## src/rtl/core/pswt_pkg.sv

```systemverilog
package pswt_pkg;

    // Default sizes
    localparam int SOURCES_DEF = 16;
    localparam int PINGS_DEF   = 8;

    // Operation codes carried on s_tuser
    localparam logic [1:0] OP_ADD     = 2'd0;
    localparam logic [1:0] OP_QUERY   = 2'd1;
    localparam logic [1:0] OP_CLEANUP = 2'd2;
    localparam logic [1:0] OP_CLEAR   = 2'd3;

    // Configuration register indexes
    localparam int         CFG_ADDR_W    = 1;
    localparam logic       CFG_TIMEOUT   = 1'b0;
    localparam logic       CFG_MIN_PINGS = 1'b1;
    localparam int         CFG_DATA_W    = 16;

    localparam logic [15:0] TIMEOUT_RST   = 16'd1000;
    localparam logic [3:0]  MIN_PINGS_RST = 4'd3;

    // Stream payload widths
    localparam int S_TDATA_W = 40;
    localparam int S_TUSER_W = 2;
    localparam int M_TDATA_W = 96;

    // Memory strobes from the sequencer to the store
    typedef struct packed {
        logic ping_re;
        logic ping_we;
        logic meta_re;
        logic meta_we;
        logic meta_clr;
    } pswt_mem_ctl_t;

endpackage

```

## src/rtl/core/pswt_store.sv

```systemverilog
module pswt_store #(
    parameter int SOURCES = pswt_pkg::SOURCES_DEF,
    parameter int PINGS   = pswt_pkg::PINGS_DEF,
    localparam int SW  = (SOURCES > 1) ? $clog2(SOURCES) : 1,
    localparam int PSW = (PINGS > 1) ? $clog2(PINGS) : 1,
    localparam int CW  = $clog2(PINGS + 1),
    localparam int AW  = (SOURCES * PINGS > 1) ? $clog2(SOURCES * PINGS) : 1
) (
    input  logic                    aclk,
    input  logic                    aresetn,
    input  pswt_pkg::pswt_mem_ctl_t mem_ctl,
    input  logic [AW-1:0]           ping_raddr,
    input  logic [AW-1:0]           ping_waddr,
    input  logic [31:0]             ping_wdata,
    output logic [31:0]             ping_rdata,
    input  logic [SW-1:0]           meta_addr,
    input  logic [CW-1:0]           meta_wfill,
    input  logic [PSW-1:0]          meta_wold,
    output logic [CW-1:0]           meta_rfill,
    output logic [PSW-1:0]          meta_rold
);
    import pswt_pkg::*;

    localparam int DEPTH = SOURCES * PINGS;
    localparam int MW    = CW + PSW;

    logic [31:0]        ping_mem [DEPTH];
    logic [31:0]        ping_rd_reg;

    logic [MW-1:0]      meta_mem [SOURCES];
    logic [MW-1:0]      meta_rd_reg;
    logic               meta_rdv_reg;
    logic               meta_rdv_next;
    logic [SOURCES-1:0] meta_vld_reg;
    logic [SOURCES-1:0] meta_vld_next;

    // Timestamp ring storage
    always_ff @(posedge aclk) begin
        if (mem_ctl.ping_we) begin
            ping_mem[ping_waddr] <= ping_wdata;
        end
        if (mem_ctl.ping_re) begin
            ping_rd_reg <= ping_mem[ping_raddr];
        end
    end

    assign ping_rdata = ping_rd_reg;

    // Per-source fill count and oldest slot
    always_ff @(posedge aclk) begin
        if (mem_ctl.meta_we) begin
            meta_mem[meta_addr] <= {meta_wfill, meta_wold};
        end
        if (mem_ctl.meta_re) begin
            meta_rd_reg <= meta_mem[meta_addr];
        end
    end

    // An entry not written since reset or clear reads as empty
    always_comb begin
        meta_vld_next = meta_vld_reg;
        meta_rdv_next = meta_rdv_reg;
        if (mem_ctl.meta_re) begin
            meta_rdv_next = meta_vld_reg[meta_addr];
        end
        if (mem_ctl.meta_clr) begin
            meta_vld_next = '0;
        end else if (mem_ctl.meta_we) begin
            meta_vld_next[meta_addr] = 1'b1;
        end
    end

    always_ff @(posedge aclk) begin
        if (!aresetn) begin
            meta_vld_reg <= '0;
            meta_rdv_reg <= 1'b0;
        end else begin
            meta_vld_reg <= meta_vld_next;
            meta_rdv_reg <= meta_rdv_next;
        end
    end

    assign meta_rfill = meta_rdv_reg ? meta_rd_reg[MW-1:PSW] : '0;
    assign meta_rold  = meta_rdv_reg ? meta_rd_reg[PSW-1:0]  : '0;

endmodule

```

## config.mk

```make
export PLATFORM = sky130hd
export DESIGN_NAME = pswt_store
export DESIGN_NICKNAME = d
export VERILOG_FILES = /design/src/rtl/core/pswt_pkg.sv /design/src/rtl/core/pswt_store.sv
export SDC_FILE = /design/constraint.sdc
export NUM_CORES = 2
export LEC_CHECK = 0
export BUFFER_PORTS_ARGS = -buffer_cell sky130_fd_sc_hd__buf_2
export CAP_MARGIN = 0
export CORE_MARGIN = 5
export CORE_UTILIZATION = 55
export CTS_BUF_LIST = sky130_fd_sc_hd__clkbuf_4 sky130_fd_sc_hd__clkbuf_8
export CTS_CLUSTER_SIZE = 8
export DETAILED_ROUTE_END_ITERATION = 8
export GPL_ROUTABILITY_DRIVEN = 0
export PLACE_DENSITY = 0.71
export SLEW_MARGIN = 40
export SYNTH_ARGS = -nofsm -noshare
export SYNTH_HDL_FRONTEND = slang
export SYNTH_MEMORY_MAX_BITS = 65536
export SYNTH_SLANG_ARGS = --single-unit
```

## constraint.sdc

```tcl
create_clock -name aclk -period 5.1 [get_ports aclk]
set_clock_uncertainty 0.2 [all_clocks]
set_input_delay 1.275 -clock aclk [delete_from_list [all_inputs] [get_ports aclk]]
set_output_delay 1.275 -clock aclk [all_outputs]
set_load 0.005 [all_outputs]
```

[After elaboration in Yosys (flattened, before gate mapping)]
Memory sizes are Yosys's and may differ from the RTL's. A register that Yosys moved wholly into a read port is not among the register bits.
Cells that the tools add are included.
Cells by class
  add/subtract/negate cells: 0
  $mul: 0
  div/mod/pow operators: 0
  magnitude comparators: 2
  equal/unequal tests: 0
  shift operators: 0
  multiplexer cells: 10
  bitwise operators: 2
  reduce and logical (&&, ||, !) cells: 2
Operator list (number)
  OR 16 bit: 1
  two-way mux 1 bit: 6
  < comparator 4 x 5 -> 1 bit, second input constant: 1
  binary-select mux 1 bit (select 4 bit): 1
  demux 1 bit (select 4 bit): 1
  greater-or-equal comparator 4 x 1 -> 1 bit, second input constant: 1
  two-way mux 4 bit: 1
  two-way mux 3 bit: 1
  OR reduction 2 bit: 1
  logical AND 1 bit: 1
  NOT 1 bit: 1
Storage, ports and cells
  flip-flop bits (word level): 17
  bits in latches: 0
  RAM bits: 4208
  ROM bits: 0
  bits of input ports: 64
  output and inout bits: 39
  word-level logic and storage cells: 20
  memories kept: 2
Memories
  ping_mem: depth 128, bits a word 32, read ports 1, clocked after Yosys merged registers in 1, write ports 1, line pswt_store.sv:27  | logic [31:0] ping_mem [DEPTH];
  meta_mem: depth 16, bits a word 7, read ports 1, clocked after Yosys merged registers in 1, write ports 1, line pswt_store.sv:30  | logic [MW-1:0] meta_mem [SOURCES];

[Depth between registers and ports, before layout]
  depth in word-level cells: 5
  depth in mapped cells: 8
  mapped depth without buffers: 4

[Worst setup path before layout]
No wires, ideal clock.
  path kind: input port to flip-flop
  start: in ping_waddr[6]
  end: mem ping_mem[89][0], enable pin
  setup time: 0.461 ns
  data arrival time: 4.118 ns
  required time: 4.439 ns
  setup slack: 0.321 ns
  stages on the path: 4
  buffers on the path: 0
  path through: nor2b_1 nand4_1 or2_2 nor3_1
RTL lines
  from (decl): line pswt_store.sv:13  | input logic [AW-1:0] ping_waddr,
  to (decl): line pswt_store.sv:27
No word-level cell before the write port.

==> flow_metrics.py <==
metrics = {
    "finish": {
        "n_fill_cell": 19000,
        "regMostFlops": "ping_mem",
        "area_delta_synth_final_pct": 13.4,
        "final_nets": 7118,
        "largest_register_ffs": 4096,
        "drive_gt1_share_pct": 40.6,
        "utilization_pct": 62.5,
    },
    "logic_synthesis": {
        "yosysUniqueCellTypes": 23,
        "ys_seq_area_share_pct": 79.1,
        "synth_most_common_cell": "edfxtp_1",
        "synth_warnings": 0,
        "synth_top_cell_by_area": "edfxtp_1",
        "synth_top_area_share_pct": 78.9,
        "yosys-top-cells-count": "4247 x edfxtp_1, 1384 x mux4_2, 192 x clkbuf_1",
        "synthTopCellsByArea": "edfxtp_1 79%, mux4_2 19%, clkbuf_1 0.45%, nor2_1 0.33%, buf_2 0.24%",
        "synth-main-ff-cell": "edfxtp_1",
        "async_flop_share_pct": 0,
        "synth.net_count": 6287,
        "synth_edf_count": 4247,
        "ys_ff_latch": 4264,
        "syn_area_um2": 162000,
        "syn_inst": 6223,
        "avgSynthCellArea_um2": 26.0,
    },
    "clock_tree": {
        "numCtsBuffers": 661,
        "insertion_delay_ns": 1.12,
        "cts_tree": "built",
        "ctsHoldBuffers": 0,
        "clock_tree.root_cell": "clkbuf_8",
        "clock_path_buffers": 4,
        "clkTransAtPathRegs_ns": 0.06,
        "ctsHtreeMaxLevel": 6,
        "cts_resized": 0,
        "clock_sinks": 4264,
        "postCtsSetupRepairBufs": 0,
    },
    "setup_path": {
        "cp_cell_sequence": "buf_12, buf_12, buf_4, mux4_2, mux4_2, mux4_2, mux2_2",
        "start_kind": "input pin",
        "critPathMostFrequentCell": "mux4_2",
        "critPathMaxFanout": 28,
        "crit_required_ns": 5.68,
        "arrival_ns": 4.44,
        "critPathCaptureType": "flop",
        "max_stage_delay_ns": 0.65,
        "critPathKind": "in2reg",
        "cp_slowest_cell": "mux4_2",
    },
    "grt": {
        "antenna_found_initial": 54,
        "grt_start_max_net_pins": 129,
        "grt_pass1_vias": 77000,
        "grt_pass1_wl_um": 568000,
        "grt-ovfl-total": 0,
        "track_usage_pct": 26.2,
    },
    "timing": {
        "clock.fmax_mhz": 260,
        "finalSetupTns_ns": 0,
        "period_share_pct": 75.5,
        "setup_ws_ns": 1.25,
        "hold_viol": 0,
        "rsz0062_at_grt": "false",
        "whs_ns": 0.224,
        "setup_viol": 0,
        "slew_headroom_pct": 40.9,
        "worst_slew_pin_slew_ns": 0.886,
        "fin_crit_ns": 3.85,
        "drv_slew": 0,
    },
    "power_and_ir_drop": {
        "powerDensity_nw_per_um2": 377,
        "fin_total_pwr_mw": 69.2,
        "p_sw_share_pct": 21.5,
        "internal_power_mw": 54.3,
        "vdd_drop_max_mv": 0.222,
        "seq_power_share_pct": 56.2,
        "switching_power_mw": 14.9,
        "power_frac_comb_pct": 5.4,
        "power.clock.fraction_pct": 38.4,
        "p_leak_nw": 56.8,
    },
    "floorplan": {
        "core_area_um2": 293000,
        "dieWidth_um": 552,
        "start_util_pct": 55.1,
        "die_h_um": 552,
        "row_count": 199,
        "io_pins": 103,
        "die_area_um2": 305000,
    },
    "route": {
        "drc": 0,
        "dr.first_iter.drc_count": 10500,
        "avgRoutedWirePerCell_um": 35.2,
        "postRouteAntennaNets": 0,
        "drt_pass1_iterations": 7,
        "num_vias": 75100,
        "routed_via_density": 6.59,
        "drt_wl_total_um": 401000,
    },
    "run_status": {
        "status": "finished clean",
    },
    "min_path": {
        "hold_class": "in2reg",
    },
    "job": {
        "drv_cap": 0,
    },
    "place": {
        "dpl.hpwl_um": 226000,
        "dp_worst_setup_slack_ns": 0.223,
        "io_buffers": 102,
    },
}
==> final cells by class <==
class                   instances  area, µm²  area share [%]
flip-flops and latches       4264     128000            69.7
inverters                       1       3.75         0.00205
clock buffers                 911      11100            6.03
well taps                    3919       4900            2.67
clock inverters               128        816           0.445
repair buffers                494       5070            2.77
multi-input cells            1632      33500            18.3
diodes                         48        120          0.0655
==> logic make-up after synthesis <==
family / count (synthesis) / synth area share [%]
buffers and inverters: 327 / 0.840
flip-flops: 4264 / 79.1
AND/OR/NAND/NOR: 199 / 0.521
AO/OA/AOI/OAI: 16 / 0.0743
multiplexers: 1417 / 19.5
==> metrics by stage <==
step                      instance area, µm²  instances
after floorplan                       162000       6223
after global placement                171000      10300
after detailed placement              171000      10300
after CTS                             183000      11300
after global routing                  183000      11400
final                                 183000      11400
==> worst max-delay path, delay by kind of cell <==
family                 cells  cell delay (ns)
buffers and inverters      3             0.94
muxes                      4             2.14
==> routing by layer <==
layer	wire, µm	global-route usage (%)	up-vias
met3	45700	6.45	692
li1	-	-	29100
met5	73	0	-
met1	148000	36.8	40500
met4	14500	9.01	12
met2	193000	41.2	4797
==> cell usage in the layout, fill, tap and decap left out, drive strengths merged <==
cell type	synthesis	routed
and2	7	7
buf	134	493
bufinv	0	2
clkbuf	192	912
clkinv	0	89
clkinvlp	0	20
dfxtp	17	17
diode	0	48
edfxtp	4247	4247
inv	1	18
mux2	32	32
mux2i	1	1
mux4	1384	1384
nand2	14	14
nand2b	5	5
nand3	10	10
nand3b	2	2
nand4	3	3
nor2	141	141
nor2b	9	9
nor3	6	6
o21a	16	16
or2	1	1
or3b	1	1
==> path summary, 6_finish.rpt <==
| check | to | startpoint | slack, ns | cells past startpoint |
|---|---|---|---|---|
| min | meta_rdv_reg | aresetn | 0.22 | 2 |
| max | ping_rdata[12] | ping_raddr[0] | 1.25 | 7 |
| min reg2reg | meta_vld_reg[9] | meta_vld_reg[9] | 0.26 | 1 |
| max reg2reg | ping_rdata[22] | ping_mem[37][22] | 2.12 | 4 |
==> power groups by stage <==
stage,clock (mW),combinational (mW),sequential (mW)
final,26.5,3.76,38.9
after global routing,28.7,3.93,38.8
after CTS,26.9,3.74,38.9
after detailed placement,0,3.74,39.6
after global placement,0,3.64,39.6
after floorplan,0,1.87,39.5
No activity file was read; power rests on OpenSTA's default activity.
