$ cat src/rtl/core/pswt_pkg.sv
package pswt_pkg;

    // Default sizes
    localparam int SOURCES_DEF = 16;
    localparam int PINGS_DEF   = 8;

    // Operation codes carried on s_tuser
    localparam logic [1:0] OP_ADD     = 2'd0;
    localparam logic [1:0] OP_QUERY   = 2'd1;
    localparam logic [1:0] OP_CLEANUP = 2'd2;
    localparam logic [1:0] OP_CLEAR   = 2'd3;

    // Configuration register indexes
    localparam int         CFG_ADDR_W    = 1;
    localparam logic       CFG_TIMEOUT   = 1'b0;
    localparam logic       CFG_MIN_PINGS = 1'b1;
    localparam int         CFG_DATA_W    = 16;

    localparam logic [15:0] TIMEOUT_RST   = 16'd1000;
    localparam logic [3:0]  MIN_PINGS_RST = 4'd3;

    // Stream payload widths
    localparam int S_TDATA_W = 40;
    localparam int S_TUSER_W = 2;
    localparam int M_TDATA_W = 96;

    // Memory strobes from the sequencer to the store
    typedef struct packed {
        logic ping_re;
        logic ping_we;
        logic meta_re;
        logic meta_we;
        logic meta_clr;
    } pswt_mem_ctl_t;

endpackage

$ cat src/rtl/core/pswt_ctrl.sv
module pswt_ctrl #(
    parameter int SOURCES = pswt_pkg::SOURCES_DEF,
    parameter int PINGS   = pswt_pkg::PINGS_DEF,
    localparam int SW  = (SOURCES > 1) ? $clog2(SOURCES) : 1,
    localparam int PSW = (PINGS > 1) ? $clog2(PINGS) : 1,
    localparam int CW  = $clog2(PINGS + 1),
    localparam int AW  = (SOURCES * PINGS > 1) ? $clog2(SOURCES * PINGS) : 1
) (
    input  logic                    aclk,
    input  logic                    aresetn,
    input  logic                    in_valid,
    output logic                    in_ready,
    input  logic [1:0]              in_op,
    input  logic [3:0]              in_source,
    input  logic [31:0]             in_now,
    input  logic [15:0]             timeout_ms,
    input  logic [3:0]              min_pings,
    output pswt_pkg::pswt_mem_ctl_t mem_ctl,
    output logic [AW-1:0]           ping_raddr,
    output logic [AW-1:0]           ping_waddr,
    output logic [31:0]             ping_wdata,
    input  logic [31:0]             ping_rdata,
    output logic [SW-1:0]           meta_addr,
    output logic [CW-1:0]           meta_wfill,
    output logic [PSW-1:0]          meta_wold,
    input  logic [CW-1:0]           meta_rfill,
    input  logic [PSW-1:0]          meta_rold,
    output logic                    out_valid,
    input  logic                    out_ready,
    output logic [3:0]              stored_count,
    output logic [3:0]              valid_count,
    output logic                    enough,
    output logic [15:0]             active_mask,
    output logic [31:0]             last_time,
    output logic [31:0]             since_last
);
    import pswt_pkg::*;

    localparam int SUMW = PSW + 1;

    localparam logic [2:0] ST_IDLE    = 3'd0;
    localparam logic [2:0] ST_ADD_RD  = 3'd1;
    localparam logic [2:0] ST_ADD_WR  = 3'd2;
    localparam logic [2:0] ST_META_RD = 3'd3;
    localparam logic [2:0] ST_PING    = 3'd4;
    localparam logic [2:0] ST_DONE    = 3'd5;

    function automatic logic [PSW-1:0] wrap_slot(input logic [SUMW-1:0] x);
        logic [SUMW-1:0] lim;
        lim = SUMW'(PINGS);
        wrap_slot = (x >= lim) ? PSW'(x - lim) : PSW'(x);
    endfunction

    logic [2:0]     state_reg,      state_next;
    logic [1:0]     op_reg,         op_next;
    logic [3:0]     src_reg,        src_next;
    logic           inr_reg,        inr_next;
    logic [31:0]    now_reg,        now_next;
    logic [AW-1:0]  src_base_reg,   src_base_next;
    logic [SW-1:0]  s_reg,          s_next;
    logic [AW-1:0]  base_reg,       base_next;
    logic [CW-1:0]  i_reg,          i_next;
    logic           pend_reg,       pend_next;
    logic [CW-1:0]  cnt_reg,        cnt_next;
    logic [CW-1:0]  kept_reg,       kept_next;
    logic [31:0]    cur_last_reg,   cur_last_next;
    logic [15:0]    mask_reg,       mask_next;
    logic [CW-1:0]  res_stored_reg, res_stored_next;
    logic [CW-1:0]  res_valid_reg,  res_valid_next;
    logic [31:0]    res_last_reg,   res_last_next;
    logic           res_has_reg,    res_has_next;
    logic           out_valid_reg,  out_valid_next;
    logic [3:0]     out_stored_reg, out_stored_next;
    logic [3:0]     out_vcnt_reg,   out_vcnt_next;
    logic           out_enough_reg, out_enough_next;
    logic [15:0]    out_mask_reg,   out_mask_next;
    logic [31:0]    out_last_reg,   out_last_next;
    logic [31:0]    out_since_reg,  out_since_next;

    logic           in_inr;
    logic [PSW-1:0] ring_rd;
    logic [PSW-1:0] ring_wr;
    logic [31:0]    age;
    logic           ping_ok;
    logic           add_full;
    logic [PSW-1:0] add_slot;
    logic [PSW-1:0] old_inc;
    logic           src_done;
    logic           is_clean;
    logic [CW-1:0]  stored_s;
    logic           src_hit;

    assign in_inr   = 32'(in_source) < SOURCES;
    assign ring_rd  = wrap_slot(SUMW'(meta_rold) + SUMW'(i_reg));
    assign ring_wr  = wrap_slot(SUMW'(meta_rold) + SUMW'(kept_reg));
    assign age      = now_reg - ping_rdata;
    assign ping_ok  = age <= 32'(timeout_ms);
    assign add_full = meta_rfill == CW'(PINGS);
    assign add_slot = add_full ? meta_rold : wrap_slot(SUMW'(meta_rold) + SUMW'(meta_rfill));
    assign old_inc  = wrap_slot(SUMW'(meta_rold) + SUMW'(1));
    assign src_done = !pend_reg && (i_reg == meta_rfill);
    assign is_clean = op_reg == OP_CLEANUP;
    assign stored_s = is_clean ? kept_reg : meta_rfill;
    assign src_hit  = inr_reg && (32'(s_reg) == 32'(src_reg));

    always_comb begin
        state_next      = state_reg;
        op_next         = op_reg;
        src_next        = src_reg;
        inr_next        = inr_reg;
        now_next        = now_reg;
        src_base_next   = src_base_reg;
        s_next          = s_reg;
        base_next       = base_reg;
        i_next          = i_reg;
        pend_next       = pend_reg;
        cnt_next        = cnt_reg;
        kept_next       = kept_reg;
        cur_last_next   = cur_last_reg;
        mask_next       = mask_reg;
        res_stored_next = res_stored_reg;
        res_valid_next  = res_valid_reg;
        res_last_next   = res_last_reg;
        res_has_next    = res_has_reg;
        out_valid_next  = out_ready ? 1'b0 : out_valid_reg;
        out_stored_next = out_stored_reg;
        out_vcnt_next   = out_vcnt_reg;
        out_enough_next = out_enough_reg;
        out_mask_next   = out_mask_reg;
        out_last_next   = out_last_reg;
        out_since_next  = out_since_reg;

        mem_ctl    = '0;
        ping_raddr = base_reg + AW'(ring_rd);
        ping_waddr = base_reg + AW'(ring_wr);
        ping_wdata = ping_rdata;
        meta_addr  = s_reg;
        meta_wfill = kept_reg;
        meta_wold  = meta_rold;
        in_ready   = state_reg == ST_IDLE;

        unique case (state_reg)
            ST_IDLE: begin
                if (in_valid) begin
                    op_next         = in_op;
                    src_next        = in_source;
                    inr_next        = in_inr;
                    now_next        = in_now;
                    src_base_next   = AW'(32'(in_source) * PINGS);
                    s_next          = '0;
                    base_next       = '0;
                    mask_next       = '0;
                    res_stored_next = '0;
                    res_valid_next  = '0;
                    res_last_next   = '0;
                    res_has_next    = 1'b0;
                    unique case (in_op)
                        OP_ADD: begin
                            state_next = in_inr ? ST_ADD_RD : ST_META_RD;
                        end
                        OP_QUERY, OP_CLEANUP: begin
                            state_next = ST_META_RD;
                        end
                        OP_CLEAR: begin
                            mem_ctl.meta_clr = 1'b1;
                            state_next       = ST_META_RD;
                        end
                    endcase
                end
            end
            ST_ADD_RD: begin
                mem_ctl.meta_re = 1'b1;
                meta_addr       = SW'(src_reg);
                state_next      = ST_ADD_WR;
            end
            ST_ADD_WR: begin
                // Append the ping; a full ring overwrites the oldest entry and advances past it
                mem_ctl.ping_we = 1'b1;
                ping_waddr      = src_base_reg + AW'(add_slot);
                ping_wdata      = now_reg;
                mem_ctl.meta_we = 1'b1;
                meta_addr       = SW'(src_reg);
                meta_wfill      = add_full ? meta_rfill : meta_rfill + CW'(1);
                meta_wold       = add_full ? old_inc : meta_rold;
                state_next      = ST_META_RD;
            end
            ST_META_RD: begin
                mem_ctl.meta_re = 1'b1;
                i_next          = '0;
                pend_next       = 1'b0;
                cnt_next        = '0;
                kept_next       = '0;
                state_next      = ST_PING;
            end
            ST_PING: begin
                // Process the timestamp read last cycle; survivors of a cleanup are
                // packed in ring order from the oldest slot on
                if (pend_reg) begin
                    cnt_next = cnt_reg + CW'(ping_ok);
                    if (is_clean) begin
                        if (ping_ok) begin
                            mem_ctl.ping_we = 1'b1;
                            kept_next       = kept_reg + CW'(1);
                            cur_last_next   = ping_rdata;
                        end
                    end else if (i_reg == meta_rfill) begin
                        cur_last_next = ping_rdata;
                    end
                end
                if (i_reg < meta_rfill) begin
                    mem_ctl.ping_re = 1'b1;
                    i_next          = i_reg + CW'(1);
                    pend_next       = 1'b1;
                end else begin
                    pend_next = 1'b0;
                end
                if (src_done) begin
                    if (is_clean) begin
                        mem_ctl.meta_we = 1'b1;
                    end
                    mask_next = mask_reg | (16'(cnt_reg != '0) << s_reg);
                    if (src_hit) begin
                        res_stored_next = stored_s;
                        res_valid_next  = cnt_reg;
                        res_last_next   = cur_last_reg;
                        res_has_next    = stored_s != '0;
                    end
                    if (32'(s_reg) == 32'(SOURCES - 1)) begin
                        state_next = ST_DONE;
                    end else begin
                        s_next     = s_reg + SW'(1);
                        base_next  = base_reg + AW'(PINGS);
                        state_next = ST_META_RD;
                    end
                end
            end
            ST_DONE: begin
                // Hold until the output register is free
                if (!out_valid_reg || out_ready) begin
                    out_valid_next  = 1'b1;
                    out_stored_next = 4'(res_stored_reg);
                    out_vcnt_next   = 4'(res_valid_reg);
                    out_enough_next = 32'(res_valid_reg) >= 32'(min_pings);
                    out_mask_next   = mask_reg;
                    out_last_next   = res_has_reg ? res_last_reg : '0;
                    out_since_next  = res_has_reg ? now_reg - res_last_reg : '1;
                    state_next      = ST_IDLE;
                end
            end
            default: begin
                state_next = ST_IDLE;
            end
        endcase
    end

    always_ff @(posedge aclk) begin
        if (!aresetn) begin
            state_reg     <= ST_IDLE;
            out_valid_reg <= 1'b0;
        end else begin
            state_reg     <= state_next;
            out_valid_reg <= out_valid_next;
        end
    end

    always_ff @(posedge aclk) begin
        op_reg         <= op_next;
        src_reg        <= src_next;
        inr_reg        <= inr_next;
        now_reg        <= now_next;
        src_base_reg   <= src_base_next;
        s_reg          <= s_next;
        base_reg       <= base_next;
        i_reg          <= i_next;
        pend_reg       <= pend_next;
        cnt_reg        <= cnt_next;
        kept_reg       <= kept_next;
        cur_last_reg   <= cur_last_next;
        mask_reg       <= mask_next;
        res_stored_reg <= res_stored_next;
        res_valid_reg  <= res_valid_next;
        res_last_reg   <= res_last_next;
        res_has_reg    <= res_has_next;
        out_stored_reg <= out_stored_next;
        out_vcnt_reg   <= out_vcnt_next;
        out_enough_reg <= out_enough_next;
        out_mask_reg   <= out_mask_next;
        out_last_reg   <= out_last_next;
        out_since_reg  <= out_since_next;
    end

    assign out_valid    = out_valid_reg;
    assign stored_count = out_stored_reg;
    assign valid_count  = out_vcnt_reg;
    assign enough       = out_enough_reg;
    assign active_mask  = out_mask_reg;
    assign last_time    = out_last_reg;
    assign since_last   = out_since_reg;

endmodule

$ cat config.mk
export PLATFORM = sky130hd
export DESIGN_NAME = pswt_ctrl
export DESIGN_NICKNAME = d
export VERILOG_FILES = /design/src/rtl/core/pswt_pkg.sv /design/src/rtl/core/pswt_ctrl.sv
export SDC_FILE = /design/constraint.sdc
export NUM_CORES = 1
export LEC_CHECK = 0
export BUFFER_PORTS_ARGS = -buffer_cell sky130_fd_sc_hd__buf_2
export CAP_MARGIN = 15
export CORE_ASPECT_RATIO = 0.9
export CORE_MARGIN = 1.5
export CORE_UTILIZATION = 38
export DETAILED_ROUTE_END_ITERATION = 16
export GPL_TIMING_DRIVEN = 0
export PLACE_DENSITY = 0.65
export SLEW_MARGIN = 20
export SYNTH_ARGS = -nofsm -noshare
export SYNTH_HDL_FRONTEND = slang
export SYNTH_SLANG_ARGS = --single-unit
export TNS_END_PERCENT = 10
$ cat constraint.sdc
create_clock -name aclk -period 8.9 [get_ports aclk]
set_input_delay 0 -clock aclk [delete_from_list [all_inputs] [get_ports aclk]]
set_output_delay 0 -clock aclk [all_outputs]
set_load 0.05 [all_outputs]
Yosys cells after proc, flatten, opt, wreduce, memory -nomap -nowiden
Index checks and enable logic that the tools add are counted. W data, S select, Z words.

Eq/ne operators: 23. Multiplexer cells: 72. Bitwise operators: 1. Add/subtract/negate cells: 19. Magnitude comparators: 7. Shifts and indexed selects: 1. Reductions and logical operators: 24.

Operator list (number): $mux W32 (7); $mux W4 (16); $pmux W32 S2 (1); $sub A32 B32 Y32 (2); $pmux W4 S2 (6); $mux W3 (11); $le A32 B16 Y1 (1); $mux W16 (2); $pmux W16 S2 (1); $mux W7 (4); $add A7 B3 Y7 (3); $ne A2 B2 Y1 const B (10); $pmux W3 S6 (1); $mux W1 (17); $add A4 B1 Y4 const B (4); $ge A4 B4 Y1 const B (4); $or A16 B16 Y16 (1); $reduce_and A4 Y1 (4); $shl A1 B4 Y16 (1); $pmux W7 S2 (1); $add A3 B4 Y4 (3); $sub A3 B1 Y3 const B (4); $eq A4 B4 Y1 (2); $eq A4 B4 Y1 const B (2); 23 further kinds (39).

Bits of input ports: 101. Word-level logic and storage cells: 170. Register bits after elaboration: 244.

Logic depth before layout (Yosys ltp)
Gate-level depths: netlist of the first run.

Word-level depth: 6. Depth in mapped cells: 22. Mapped depth without buffers: 22.

Worst setup path after synthesis of the first run
Ideal clock, no wire load.

Path kind: register -> register. From: register now_reg[7]. To: register cur_last_reg[0], enable pin. Setup time: 432 ps. Path buffers: 0. Slack: 3244 ps. Arrival time: 5225 ps. Stages on the path, launching flop included: 19. Data required time: 8468 ps. Cells stage by stage: edfxtp_1 ha_1 a21o_1 a22o_1 a21o_1 a311o_1 a21oi_1 xnor2_1 ha_1 a21o_1 a21o_1 a21oi_1 o21ai_0 a21o_1 a2111oi_2 nand4_1 nor4_2 nand2_2 a21oi_1.

Longest elaborated chain between the ends: 4.

Ends and longest elaborated chain: start, declared (line pswt_ctrl.sv:58) `logic [31:0] now_reg, now_next;`; start signal, assigned (line pswt_ctrl.sv:270) `now_reg <= now_next;`; $sub A32 B32 Y32 (line pswt_ctrl.sv:96) `assign age = now_reg - ping_rdata;`; $le A32 B16 Y1 (line pswt_ctrl.sv:97) `assign ping_ok = age <= 32'(timeout_ms);`; $ne A2 B2 Y1 (no source line); $reduce_and A4 Y1 (no source line); end signal, assigned (line pswt_ctrl.sv:278) `cur_last_reg <= cur_last_next;`; end, declared (line pswt_ctrl.sv:66) `logic [31:0] cur_last_reg, cur_last_next;`.

Every way passes these cells. A chain may end at the register's enable or synchronous reset.

==> results_tabular.tex, run 1 <==
\begin{tabular}{lr}
\hline
Metric & Value \\
\hline
\multicolumn{2}{l}{\textbf{Setup path}} \\
\quad Crit start category & register \\
\quad Required time reported for the critical path endpoint & 8.90 ns \\
\quad Highest net fanout along the worst path & 6 \\
\quad Arrival time worst endpoint & 5.90 ns \\
\quad CP Capture Type & output pin \\
\quad Type of the setup path with the least slack & register to output pin \\
\multicolumn{2}{l}{\textbf{CTS}} \\
\quad Post-CTS clock slew at the launch and capture registers of the worst setup and hold paths & 0.06 ns \\
\quad Clock tree from TritonCTS & yes \\
\quad Clk sink count & 241 \\
\quad Skew-Pair Late Insertion Delay & 0.56 ns \\
\quad Number of buffers added by the clock tree synthesis step & 26 \\
\quad Buffer cell driving the clock tree root & sky130\_fd\_sc\_hd\_\_clkbuf\_16 \\
\quad Longest Clk Path Bufs & 3 \\
\quad Gates resized, CTS repair & 0 \\
\quad H-tree lvl count & 1 \\
\multicolumn{2}{l}{\textbf{Route}} \\
\quad Per-cell via count in the routed design & 5.08 \\
\quad 1st-pass router iterations & 5 \\
\quad Residual DRC & 0 \\
\quad DRC marker count from the first detailed-route iteration & 863 \\
\quad Count of nets left with antenna violations after detail routing & 0 \\
\quad Final wirelength & 39.1 mm \\
\quad WL per Instance & 18.4 µm \\
\quad Total via count in the routed design & 10800 \\
\multicolumn{2}{l}{\textbf{Floorplan}} \\
\quad Floorplan die width & 203 µm \\
\quad Initial Utilization & 38.7\% \\
\quad Full die area & 37000 µm² \\
\quad Number of rows in the core area & 65 \\
\quad Total core area & 35100 µm² \\
\quad Die outline height & 183 µm \\
\quad Boundary Pins & 254 \\
\multicolumn{2}{l}{\textbf{Synth}} \\
\quad Cells after Synth & 1266 \\
\quad Synthesized area & 13600 µm² \\
\quad Count of yosys warnings during synthesis & 0 \\
\quad Syn nets & 1470 \\
\quad Count of flip-flops with a built-in enable after synthesis & 237 \\
\quad Count of cell types in the netlist & 72 \\
\quad Mean cell area of the mapped netlist & 10.8 µm² \\
\quad Number of storage elements in the synthesis netlist & 241 \\
\quad Register area share after synthesis & 52.9\% \\
\quad Leading register cell type out of synthesis & sky130\_fd\_sc\_hd\_\_edfxtp\_1 \\
\quad Asr flop ratio synth & 0\% \\
\multicolumn{2}{l}{\textbf{Timing}} \\
\quad Slew Limit Headroom & 41.1\% \\
\quad Total setup violations reported at the end of the flow & 0 \\
\quad Skew final & 0.0263 ns \\
\quad Post-route clock period utilization & 66.3\% \\
\quad Final-layout setup total negative slack & 0 ns \\
\quad Tmin final & 5.90 ns \\
\quad Number of pins with negative max-slew slack in the final report & 0 \\
\quad Hold Violations, Final & 0 \\
\quad Transition time of the tightest slew-check pin & 0.871 ns \\
\quad RSZ-0062 raised after global routing & no \\
\quad Achievable Freq & 169 MHz \\
\multicolumn{2}{l}{\textbf{Global routing}} \\
\quad Wire length of the first global-routing pass & 58.6 mm \\
\quad Antenna violations before repair & 2 \\
\quad Largest net degree at the start of global routing & 29 \\
\quad Number of global-route vias before repair & 10200 \\
\quad Aggregate global routing overflow & 0 \\
\quad Total routing resource utilization after global routing & 20.7\% \\
\multicolumn{2}{l}{\textbf{Placed design}} \\
\quad Port-buffer cells & 252 \\
\quad Gp weighted congestion & 0.918 \\
\quad Detailed placement HPWL & 30.5 mm \\
\quad Post-placement cell count & 1993 \\
\multicolumn{2}{l}{\textbf{Run}} \\
\quad Maximum Capacitance Violations & 0 \\
\multicolumn{2}{l}{\textbf{Finish}} \\
\quad Synth-to-Final Area Change & 26.9\% \\
\quad Utilization of the core after routing & 49.2\% \\
\quad Most frequent standard cell in the layout excluding fill and tap cells & sky130\_fd\_sc\_hd\_\_buf\_2 \\
\quad Count of placed standard cells in the final layout, fillers left out & 2122 \\
\quad FF/Latch Area & 7200 µm² \\
\quad Highest-count cells in the layout ignoring fill and taps & sky130\_fd\_sc\_hd\_\_buf\_2, sky130\_fd\_sc\_hd\_\_edfxtp\_1, sky130\_fd\_sc\_hd\_\_nand2\_1, sky130\_fd\_sc\_hd\_\_inv\_1, sky130\_fd\_sc\_hd\_\_ha\_1 \\
\quad FILL cells & 3259 \\
\quad Proportion of layout cells with a drive suffix above 1 & 19.1\% \\
\quad Area used by multi-input combinational logic & 5860 µm² \\
\quad Layout Nets & 1837 \\
\multicolumn{2}{l}{\textbf{Power}} \\
\quad Static Leakage & 0.00724 µW \\
\quad Peak supply drop & 0.000137 V \\
\quad Power density over the cells & 309 nW/µm² \\
\quad Total Power & 5340 µW \\
\multicolumn{2}{l}{\textbf{Status}} \\
\quad Result of the run & finished, final reports clean \\
\multicolumn{2}{l}{\textbf{Min path}} \\
\quad Min-Delay Path Class & primary input to register \\
\hline
\end{tabular}
path summary, 6_finish.rpt:
path | start | end | slack (ns) | cells past startpoint
worst max-delay path | now_reg[7] | mem_ctl[3] | 3.00 | 19
worst min-delay path | in_now[2] | now_reg[2] | 0.15 | 2
worst max register to register | now_reg[7] | cur_last_reg[4] | 3.17 | 19
worst min register to register | res_stored_reg[1] | stored_count[1] | 0.42 | 0
where the power goes:
part	switching [µW]	leakage, µW	total, µW	internal, µW
Combinational	1740	0.00460	2570	832
Clock	447	0.000405	1070	621
Sequential	143	0.00223	1700	1560
Total	2330	0.00724	5340	3010
final cells by class:
cell class                      instances  area share [%]
Timing Repair Buffer                  339            12.8
Buffer                                 47            1.09
Clock buffer                           31            3.87
Sequential cell                       241            41.7
Antenna cell                            2          0.0290
Multi-Input combinational cell        873            33.9
Tap cell                              469            3.40
Inverter                              105            2.28
Clock inverter                         15           0.920
critical path, cell delays in order (launching register included):
cell and delay [ns]:
sky130_fd_sc_hd__edfxtp_1 0.48, sky130_fd_sc_hd__ha_1 0.43, sky130_fd_sc_hd__o21ai_0 0.13, sky130_fd_sc_hd__a21oi_1 0.27
sky130_fd_sc_hd__o31ai_1 0.15, sky130_fd_sc_hd__o31ai_1 0.59, sky130_fd_sc_hd__a31oi_1 0.20, sky130_fd_sc_hd__xnor2_1 0.17
sky130_fd_sc_hd__ha_1 0.31, sky130_fd_sc_hd__a21o_1 0.17, sky130_fd_sc_hd__a21o_1 0.17, sky130_fd_sc_hd__a21oi_1 0.13
sky130_fd_sc_hd__o21ai_0 0.13, sky130_fd_sc_hd__a21o_1 0.21, sky130_fd_sc_hd__a2111oi_2 0.35, sky130_fd_sc_hd__nand4_1 0.20
sky130_fd_sc_hd__nor4_2 0.58, sky130_fd_sc_hd__nand2_2 0.16, sky130_fd_sc_hd__o21ai_1 0.22, sky130_fd_sc_hd__buf_2 0.30
synth_stat cells (5+ instances only):
cell type                  count  area (µm²)
sky130_fd_sc_hd__fa_1          5         100
sky130_fd_sc_hd__a221oi_1      5        43.8
sky130_fd_sc_hd__nand3_1      31         155
sky130_fd_sc_hd__o21a_1        9        67.6
sky130_fd_sc_hd__a31oi_1      10        62.6
sky130_fd_sc_hd__o31ai_1       5        37.5
sky130_fd_sc_hd__nor2_1       83         312
sky130_fd_sc_hd__inv_1       105         394
sky130_fd_sc_hd__o21ai_0      68         340
sky130_fd_sc_hd__ha_1         98        1230
sky130_fd_sc_hd__and3_1        6        37.5
sky130_fd_sc_hd__xnor2_1      44         385
sky130_fd_sc_hd__xor2_1       24         210
sky130_fd_sc_hd__a21oi_1      74         370
sky130_fd_sc_hd__and2_1       78         488
sky130_fd_sc_hd__nand4_1      11        68.8
sky130_fd_sc_hd__clkbuf_1     40         150
sky130_fd_sc_hd__nand2_1     144         541
sky130_fd_sc_hd__a211oi_1      6        45.0
sky130_fd_sc_hd__nor3_1       13        65.1
sky130_fd_sc_hd__edfxtp_1    237        7120
sky130_fd_sc_hd__nand2b_1     14        87.6
sky130_fd_sc_hd__nor2b_1      20         125
sky130_fd_sc_hd__a21o_1       39         293
sky130_fd_sc_hd__o211ai_1      5        37.5
kinds of logic after synthesis:
group,count (synthesis),share of synthesized area (%)
simple gates,422,15.1
compound gates,273,13.1
flops,241,52.9
buf+inv,152,4.28
fa+ha+maj,103,9.74
xor+xnor,68,4.38
mux,7,0.552
metrics by stage:
stage          instance area [µm²]  worst slack (ns)  hold WS [ns]
6_report                     17300              3.00         0.152
5_1_grt                      17300              2.66         0.140
4_1_cts                      17300              3.04         0.120
3_5_place_dp                 15600              3.30         0.179
3_3_place_gp                 15500              1.62         0.177
2_1_floorplan                13600              3.24        0.0989
layer usage:
layer	GRT usage, %	vias up	share of wire (%)
met5	0	-	0
met4	7.44	0	3.9
met3	2.86	95	5.5
met2	30.4	400	42
met1	30.9	5043	49
li1	-	5249	-
timing repair:
item | CTS | global route
endpoints found under the hold margin | 79 | 0
setup buffers | 0 | 0
hold buffers | 81 | 0
(Power assumes the default switching activity.)
==> run 2, diff against run 1 <==
--- a/config.mk
+++ b/config.mk
@@ -5,6 +5,7 @@
 export SDC_FILE = /design/constraint.sdc
 export NUM_CORES = 1
 export LEC_CHECK = 0
+export ABC_AREA = 1
 export BUFFER_PORTS_ARGS = -buffer_cell sky130_fd_sc_hd__buf_2
 export CAP_MARGIN = 15
 export CORE_ASPECT_RATIO = 0.9
@@ -12,7 +13,7 @@
 export CORE_UTILIZATION = 38
 export DETAILED_ROUTE_END_ITERATION = 16
 export GPL_TIMING_DRIVEN = 0
-export PLACE_DENSITY = 0.65
+export PLACE_DENSITY = 0.67
 export SLEW_MARGIN = 20
 export SYNTH_ARGS = -nofsm -noshare
 export SYNTH_HDL_FRONTEND = slang
==> constraint.sdc (replaced) <==
create_clock -name aclk -period 5.2 [get_ports aclk]
set_input_delay 0 -clock aclk [delete_from_list [all_inputs] [get_ports aclk]]
set_output_delay 0 -clock aclk [all_outputs]
set_load 0.05 [all_outputs]
==> results_tabular.tex, run 2 <==
\begin{tabular}{lr}
\hline
Metric & Value \\
\hline
\multicolumn{2}{l}{\textbf{Global routing}} \\
\quad Met2 track demand over resource & 34.7\% \\
\quad Wire length of the first global-routing pass & 67.9 mm \\
\quad Largest net degree at the start of global routing & 28 \\
\quad Met3 track demand over resource & 3.29\% \\
\quad Total routing resource utilization after global routing & 22.3\% \\
\quad GRT met1 Usage & 31.6\% \\
\quad Number of global-route vias before repair & 12100 \\
\quad Most crowded layer after global routing & met2 \\
\quad Antenna violations before repair & 3 \\
\quad Aggregate global routing overflow & 0 \\
\multicolumn{2}{l}{\textbf{Floorplan}} \\
\quad Number of rows in the core area & 68 \\
\quad Floorplan die width & 211 µm \\
\quad Initial Utilization & 38.6\% \\
\quad Full die area & 40100 µm² \\
\quad Boundary Pins & 254 \\
\quad Total core area & 38400 µm² \\
\quad Die outline height & 190 µm \\
\multicolumn{2}{l}{\textbf{Power}} \\
\quad Total Power & 9300 µW \\
\quad Power density over the cells & 501 nW/µm² \\
\quad Static Leakage & 0.00878 µW \\
\quad Peak supply drop & 0.000269 V \\
\multicolumn{2}{l}{\textbf{Synth}} \\
\quad Cells after Synth & 1760 \\
\quad Synthesized area & 14800 µm² \\
\quad Mean cell area of the mapped netlist & 8.41 µm² \\
\quad Count of yosys warnings during synthesis & 0 \\
\quad Synth area leaders & sky130\_fd\_sc\_hd\_\_edfxtp\_1, sky130\_fd\_sc\_hd\_\_nand2\_1, sky130\_fd\_sc\_hd\_\_inv\_1 \\
\quad Dominant cell type by area after synthesis & sky130\_fd\_sc\_hd\_\_edfxtp\_1 \\
\quad Asr flop ratio synth & 0\% \\
\quad Number of storage elements in the synthesis netlist & 241 \\
\quad Count of cell types in the netlist & 49 \\
\quad Register area share after synthesis & 48.6\% \\
\quad Count of flip-flops with a built-in enable after synthesis & 237 \\
\quad Most common cell in the synthesized netlist & sky130\_fd\_sc\_hd\_\_nand2\_1 \\
\quad Area share of the leading cell type in the synthesized netlist & 48.1\% \\
\quad Leading register cell type out of synthesis & sky130\_fd\_sc\_hd\_\_edfxtp\_1 \\
\quad Top cells by count, synth & sky130\_fd\_sc\_hd\_\_nand2\_1, sky130\_fd\_sc\_hd\_\_inv\_1, sky130\_fd\_sc\_hd\_\_edfxtp\_1 \\
\quad Syn nets & 1964 \\
\multicolumn{2}{l}{\textbf{Finish}} \\
\quad Proportion of layout cells with a drive suffix above 1 & 16.7\% \\
\quad Most frequent standard cell in the layout excluding fill and tap cells & sky130\_fd\_sc\_hd\_\_nand2\_1 \\
\quad Layout Nets & 2329 \\
\quad Synth-to-Final Area Change & 25.4\% \\
\quad Cell area after layout & 18600 µm² \\
\quad Highest-count cells in the layout ignoring fill and taps & sky130\_fd\_sc\_hd\_\_nand2\_1, sky130\_fd\_sc\_hd\_\_inv\_1, sky130\_fd\_sc\_hd\_\_buf\_2, sky130\_fd\_sc\_hd\_\_edfxtp\_1, sky130\_fd\_sc\_hd\_\_nor2\_1 \\
\multicolumn{2}{l}{\textbf{Setup path}} \\
\quad CP Capture Type & output pin \\
\quad Highest net fanout along the worst path & 4 \\
\quad Required time reported for the critical path endpoint & 5.20 ns \\
\quad Arrival time worst endpoint & 4.53 ns \\
\quad Type of the setup path with the least slack & register to output pin \\
\quad Minimum setup slack among reg-to-reg paths & 0.69 ns \\
\quad Crit start category & register \\
\multicolumn{2}{l}{\textbf{Placed design}} \\
\quad Gp weighted congestion & 0.962 \\
\quad Standard cell area after detailed placement & 17000 µm² \\
\quad Port-buffer cells & 253 \\
\quad Detailed placement HPWL & 36.9 mm \\
\multicolumn{2}{l}{\textbf{CTS}} \\
\quad Number of hold buffers added after CTS & 77 \\
\quad Skew-Pair Late Insertion Delay & 0.54 ns \\
\quad Gates resized, CTS repair & 0 \\
\quad H-tree lvl count & 1 \\
\quad Clock tree from TritonCTS & yes \\
\quad Post-CTS setup buffer count & 0 \\
\quad Buffer cell driving the clock tree root & sky130\_fd\_sc\_hd\_\_clkbuf\_16 \\
\quad Longest Clk Path Bufs & 3 \\
\quad Post-CTS clock slew at the launch and capture registers of the worst setup and hold paths & 0.06 ns \\
\quad Clk sink count & 241 \\
\quad Number of buffers added by the clock tree synthesis step & 26 \\
\multicolumn{2}{l}{\textbf{Timing}} \\
\quad RSZ-0062 raised after global routing & no \\
\quad Hold Violations, Final & 0 \\
\quad Post-route clock period utilization & 87.0\% \\
\quad Slew Limit Headroom & 38.3\% \\
\quad Final Hold Slack & 0.0154 ns \\
\quad Transition time of the tightest slew-check pin & 0.922 ns \\
\quad Achievable Freq & 221 MHz \\
\quad Skew final & 0.0158 ns \\
\quad Tmin final & 4.53 ns \\
\quad Total setup violations reported at the end of the flow & 0 \\
\quad Number of pins with negative max-slew slack in the final report & 0 \\
\multicolumn{2}{l}{\textbf{Route}} \\
\quad Per-cell via count in the routed design & 4.82 \\
\quad 1st-pass router iterations & 5 \\
\quad Residual DRC & 0 \\
\quad DRC marker count from the first detailed-route iteration & 1106 \\
\quad Total via count in the routed design & 12900 \\
\quad Count of nets left with antenna violations after detail routing & 0 \\
\quad Final wirelength & 45.2 mm \\
\quad WL per Instance & 16.9 µm \\
\multicolumn{2}{l}{\textbf{Min path}} \\
\quad Min-Delay Path Class & primary input to register \\
\multicolumn{2}{l}{\textbf{Run}} \\
\quad Maximum Capacitance Violations & 0 \\
\multicolumn{2}{l}{\textbf{Status}} \\
\quad Result of the run & finished, final reports clean \\
\hline
\end{tabular}
-- run 2: changes by cell type after synthesis, sizes merged, moves of 20 or more --
cell   before  now
o21ai      69  104
nor2       83  184
xnor2      44   12
nand3      31   66
nand2     145  422
a21o       40    6
inv       105  364
and2       78    1
nor2b      20    0
-- run 2: worst paths after layout --
| kind | startpoint | end | cells after the start |
|---|---|---|---|
| hold reg to reg | res_stored_reg[1] | stored_count[1] | 0 |
| setup reg to reg | now_reg[8] | cur_last_reg[1] | 23 |
| setup / recovery | now_reg[8] | mem_ctl[3] | 23 |
| hold / removal | min_pings[2] | enough | 5 |
-- run 2: critical path, cell delays in order, from the launching register on --
cell and delay, ns:
sky130_fd_sc_hd__edfxtp_1 0.51, sky130_fd_sc_hd__ha_1 0.41, sky130_fd_sc_hd__nand2_2 0.16, sky130_fd_sc_hd__inv_1 0.05, sky130_fd_sc_hd__nand2_1 0.06, sky130_fd_sc_hd__nand2_1 0.07, sky130_fd_sc_hd__clkinv_1 0.06, sky130_fd_sc_hd__nand3_2 0.13
sky130_fd_sc_hd__a21oi_1 0.33, sky130_fd_sc_hd__xnor2_1 0.18, sky130_fd_sc_hd__ha_1 0.31, sky130_fd_sc_hd__nand2_1 0.06, sky130_fd_sc_hd__nor2_1 0.16, sky130_fd_sc_hd__nand4_1 0.13, sky130_fd_sc_hd__nor2_1 0.11, sky130_fd_sc_hd__a21oi_1 0.08
sky130_fd_sc_hd__nor2_2 0.14, sky130_fd_sc_hd__nand3_1 0.08, sky130_fd_sc_hd__nor2_1 0.17, sky130_fd_sc_hd__nand2_1 0.09, sky130_fd_sc_hd__nor2_2 0.12, sky130_fd_sc_hd__nand2_1 0.08, sky130_fd_sc_hd__o21ai_1 0.16, sky130_fd_sc_hd__buf_2 0.30
-- run 2: cells by family after synthesis --
family | after synthesis | share of synthesized area [%]
AO/OA/AOI/OAI | 246 | 9.26
XOR/XNOR | 33 | 1.95
adder cells (fa/ha/maj) | 103 | 8.96
buffers and inverters | 395 | 10.0
flip-flops | 241 | 48.6
AND/OR/NAND/NOR | 742 | 21.2
-- run 2: final cells by class --
class | instances | area [µm²]
fillers | 3717 | 19800
flip-flops and latches | 241 | 7200
multi-input cells | 1124 | 6160
repair buffers | 337 | 2220
inverters | 366 | 1370
clock buffers | 32 | 694
well taps | 525 | 657
clock inverters | 11 | 135
plain buffers | 29 | 114
diodes | 3 | 7.51
-- run 2: report_power, final --
part	switching [µW]	leakage [µW]	internal, µW	total (µW)
registers	260	0.00223	2670	2930
clock network	733	0.000400	1090	1820
logic	3260	0.00615	1290	4550
-- run 2: per-stage QoR --
stage	setup WS, ns	cells	util [%]	TNS (ns)
6_report	0.675	2668	48.4	0
5_1_grt	0.325	2668	48.4	0
4_1_cts	0.636	2665	48.4	0
3_5_place_dp	0.666	2545	44.2	0
3_3_place_gp	-2.32	2538	43.6	-285.49
2_1_floorplan	-0.353	1760	-	-31.44
-- run 2: layer usage --
layer	wire [µm]	share of wire, %
met2	20100	45
met5	0	0
met3	2750	6.1
met4	1370	3.0
met1	21000	46
==> run 3, diff against run 2 <==
--- a/config.mk
+++ b/config.mk
@@ -11,6 +11,7 @@
 export CORE_ASPECT_RATIO = 0.9
 export CORE_MARGIN = 1.5
 export CORE_UTILIZATION = 38
+export CTS_BUF_LIST = sky130_fd_sc_hd__clkbuf_8
 export DETAILED_ROUTE_END_ITERATION = 16
 export GPL_TIMING_DRIVEN = 0
 export PLACE_DENSITY = 0.67
==> results_tabular.tex, run 3 (same netlist as run 2, synthesis figures left out) <==
\begin{tabular}{lr}
\hline
Metric & Value \\
\hline
\multicolumn{2}{l}{\textbf{Status}} \\
\quad Result of the run & finished, final reports clean \\
\multicolumn{2}{l}{\textbf{CTS}} \\
\quad Skew-Pair Late Insertion Delay & 0.61 ns \\
\quad Number of buffers added by the clock tree synthesis step & 42 \\
\quad Buffer cell driving the clock tree root & sky130\_fd\_sc\_hd\_\_clkbuf\_8 \\
\quad Post-CTS setup buffer count & 0 \\
\quad Clk sink count & 241 \\
\quad Number of hold buffers added after CTS & 80 \\
\quad H-tree lvl count & 2 \\
\quad Post-CTS clock slew at the launch and capture registers of the worst setup and hold paths & 0.07 ns \\
\quad Longest Clk Path Bufs & 3 \\
\quad Clock tree from TritonCTS & yes \\
\quad Gates resized, CTS repair & 0 \\
\multicolumn{2}{l}{\textbf{Power}} \\
\quad Peak supply drop & 0.000270 V \\
\quad Power density over the cells & 493 nW/µm² \\
\quad Static Leakage & 0.00879 µW \\
\multicolumn{2}{l}{\textbf{Setup path}} \\
\quad Crit start category & register \\
\quad Highest net fanout along the worst path & 4 \\
\quad Type of the setup path with the least slack & register to output pin \\
\quad CP Capture Type & output pin \\
\quad Arrival time worst endpoint & 4.60 ns \\
\quad Required time reported for the critical path endpoint & 5.20 ns \\
\multicolumn{2}{l}{\textbf{Finish}} \\
\quad FILL cells & 3766 \\
\quad Most frequent standard cell in the layout excluding fill and tap cells & sky130\_fd\_sc\_hd\_\_nand2\_1 \\
\quad Synth-to-Final Area Change & 25.2\% \\
\quad Highest-count cells in the layout ignoring fill and taps & sky130\_fd\_sc\_hd\_\_nand2\_1, sky130\_fd\_sc\_hd\_\_inv\_1, sky130\_fd\_sc\_hd\_\_buf\_2, sky130\_fd\_sc\_hd\_\_edfxtp\_1, sky130\_fd\_sc\_hd\_\_nor2\_1 \\
\quad Area used by multi-input combinational logic & 6160 µm² \\
\quad Layout Nets & 2348 \\
\quad FF/Latch Area & 7200 µm² \\
\quad Proportion of layout cells with a drive suffix above 1 & 17.3\% \\
\multicolumn{2}{l}{\textbf{Floorplan}} \\
\quad Die outline height & 190 µm \\
\quad Initial Utilization & 38.6\% \\
\quad Floorplan die width & 211 µm \\
\quad Total core area & 38400 µm² \\
\quad Number of rows in the core area & 68 \\
\quad Full die area & 40100 µm² \\
\quad Boundary Pins & 254 \\
\multicolumn{2}{l}{\textbf{Route}} \\
\quad Total via count in the routed design & 13000 \\
\quad Residual DRC & 0 \\
\quad Final wirelength & 45.6 mm \\
\quad WL per Instance & 16.9 µm \\
\quad 1st-pass router iterations & 5 \\
\quad DRC marker count from the first detailed-route iteration & 906 \\
\quad Per-cell via count in the routed design & 4.80 \\
\quad Count of nets left with antenna violations after detail routing & 0 \\
\multicolumn{2}{l}{\textbf{Min path}} \\
\quad Min-Delay Path Class & primary input to register \\
\multicolumn{2}{l}{\textbf{Timing}} \\
\quad Post-layout worst setup margin & 0.596 ns \\
\quad Number of pins with negative max-slew slack in the final report & 0 \\
\quad Total setup violations reported at the end of the flow & 0 \\
\quad Slew Limit Headroom & 38.7\% \\
\quad Post-route clock period utilization & 88.5\% \\
\quad Achievable Freq & 217 MHz \\
\quad Hold Violations, Final & 0 \\
\quad Final Hold Slack & 0.0946 ns \\
\quad Transition time of the tightest slew-check pin & 0.915 ns \\
\quad RSZ-0062 raised after global routing & no \\
\quad Skew final & 0.0387 ns \\
\quad Tmin final & 4.60 ns \\
\multicolumn{2}{l}{\textbf{Global routing}} \\
\quad Most crowded layer after global routing & met2 \\
\quad Wire length of the first global-routing pass & 68.8 mm \\
\quad Antenna violations before repair & 2 \\
\quad Met3 track demand over resource & 4.33\% \\
\quad GRT met1 Usage & 31.6\% \\
\quad Number of global-route vias before repair & 12400 \\
\quad Total routing resource utilization after global routing & 22.7\% \\
\quad Aggregate global routing overflow & 0 \\
\quad Met2 track demand over resource & 34.7\% \\
\quad Largest net degree at the start of global routing & 28 \\
\multicolumn{2}{l}{\textbf{Placed design}} \\
\quad Detailed placement HPWL & 36.9 mm \\
\quad Gp weighted congestion & 0.962 \\
\quad Worst Setup Slack post-DPL & 0.666 ns \\
\quad Port-buffer cells & 253 \\
\multicolumn{2}{l}{\textbf{Run}} \\
\quad Maximum Capacitance Violations & 0 \\
\hline
\end{tabular}
run 3: cell types whose count changed in the layout (fill, tap and decap cells not counted), moves of 3 or more:
| cell | change |
|---|---|
| sky130_fd_sc_hd__clkbuf_8 | +42 |
| sky130_fd_sc_hd__clkbuf_1 | -5 |
| sky130_fd_sc_hd__clkbuf_16 | -27 |
| sky130_fd_sc_hd__dlygate4sd3_1 | +3 |
| sky130_fd_sc_hd__inv_1 | +4 |
| sky130_fd_sc_hd__clkinv_1 | +10 |
run 3: final timing paths:
check | start | endpoint | slack [ns] | cells after the start
min | in_now[0] | now_reg[0] | 0.09 | 2
min reg2reg | res_stored_reg[1] | stored_count[1] | 0.42 | 0
max | now_reg[8] | mem_ctl[3] | 0.60 | 23
max reg2reg | now_reg[8] | cur_last_reg[19] | 0.66 | 23
run 3: power by group:
group	switching [µW]	internal, µW	leakage (µW)
Combinational	3260	1290	0.00616
Clock	790	856	0.000398
Sequential	261	2670	0.00223
Total	4310	4820	0.00879
run 3: per-stage QoR:
step	instance area [µm²]	cells	power [µW]	setup TNS, ns	util (%)
6_report	18500	2698	9130	0	48.3
3_3_place_gp	16700	2538	7330	-285.49	43.6
5_1_grt	18500	2698	9750	0	48.3
2_1_floorplan	14800	1760	6080	-31.44	-
3_5_place_dp	17000	2545	7420	0	44.2
4_1_cts	18500	2696	9140	0	48.3
run 3: routing by layer:
metal	wire length, µm	vias up	share of wire (%)
met5	0	-	0
met4	1650	0	3.6
met3	3150	88	6.9
met2	19900	454	44
met1	20900	5935	46
li1	-	6484	-
run 3: final cells by class:
cell class / instances / share of cell area [%]
clock inverters: 29 / 1.03
flip-flops and latches: 241 / 38.8
clock buffers: 42 / 3.12
multi-input cells: 1124 / 33.2
inverters: 366 / 7.41
repair buffers: 340 / 12.2
well taps: 525 / 3.55
diodes: 2 / 0.0270
plain buffers: 29 / 0.615
run 3: worst max-delay path: stages, from the launching register on:
cell                       delay, ns
sky130_fd_sc_hd__edfxtp_1       0.51
sky130_fd_sc_hd__ha_1           0.41
sky130_fd_sc_hd__nand2_2        0.15
sky130_fd_sc_hd__inv_1          0.05
sky130_fd_sc_hd__nand2_1        0.06
sky130_fd_sc_hd__nand2_1        0.08
sky130_fd_sc_hd__clkinv_1       0.06
sky130_fd_sc_hd__nand3_2        0.14
sky130_fd_sc_hd__a21oi_1        0.33
sky130_fd_sc_hd__xnor2_1        0.18
sky130_fd_sc_hd__ha_1           0.31
sky130_fd_sc_hd__nand2_1        0.06
sky130_fd_sc_hd__nor2_1         0.16
sky130_fd_sc_hd__nand4_1        0.13
sky130_fd_sc_hd__nor2_1         0.11
sky130_fd_sc_hd__a21oi_1        0.08
sky130_fd_sc_hd__nor2_2         0.14
sky130_fd_sc_hd__nand3_1        0.08
sky130_fd_sc_hd__nor2_1         0.17
sky130_fd_sc_hd__nand2_1        0.09
sky130_fd_sc_hd__nor2_2         0.13
sky130_fd_sc_hd__nand2_1        0.08
sky130_fd_sc_hd__o21ai_1        0.17
sky130_fd_sc_hd__buf_2          0.30
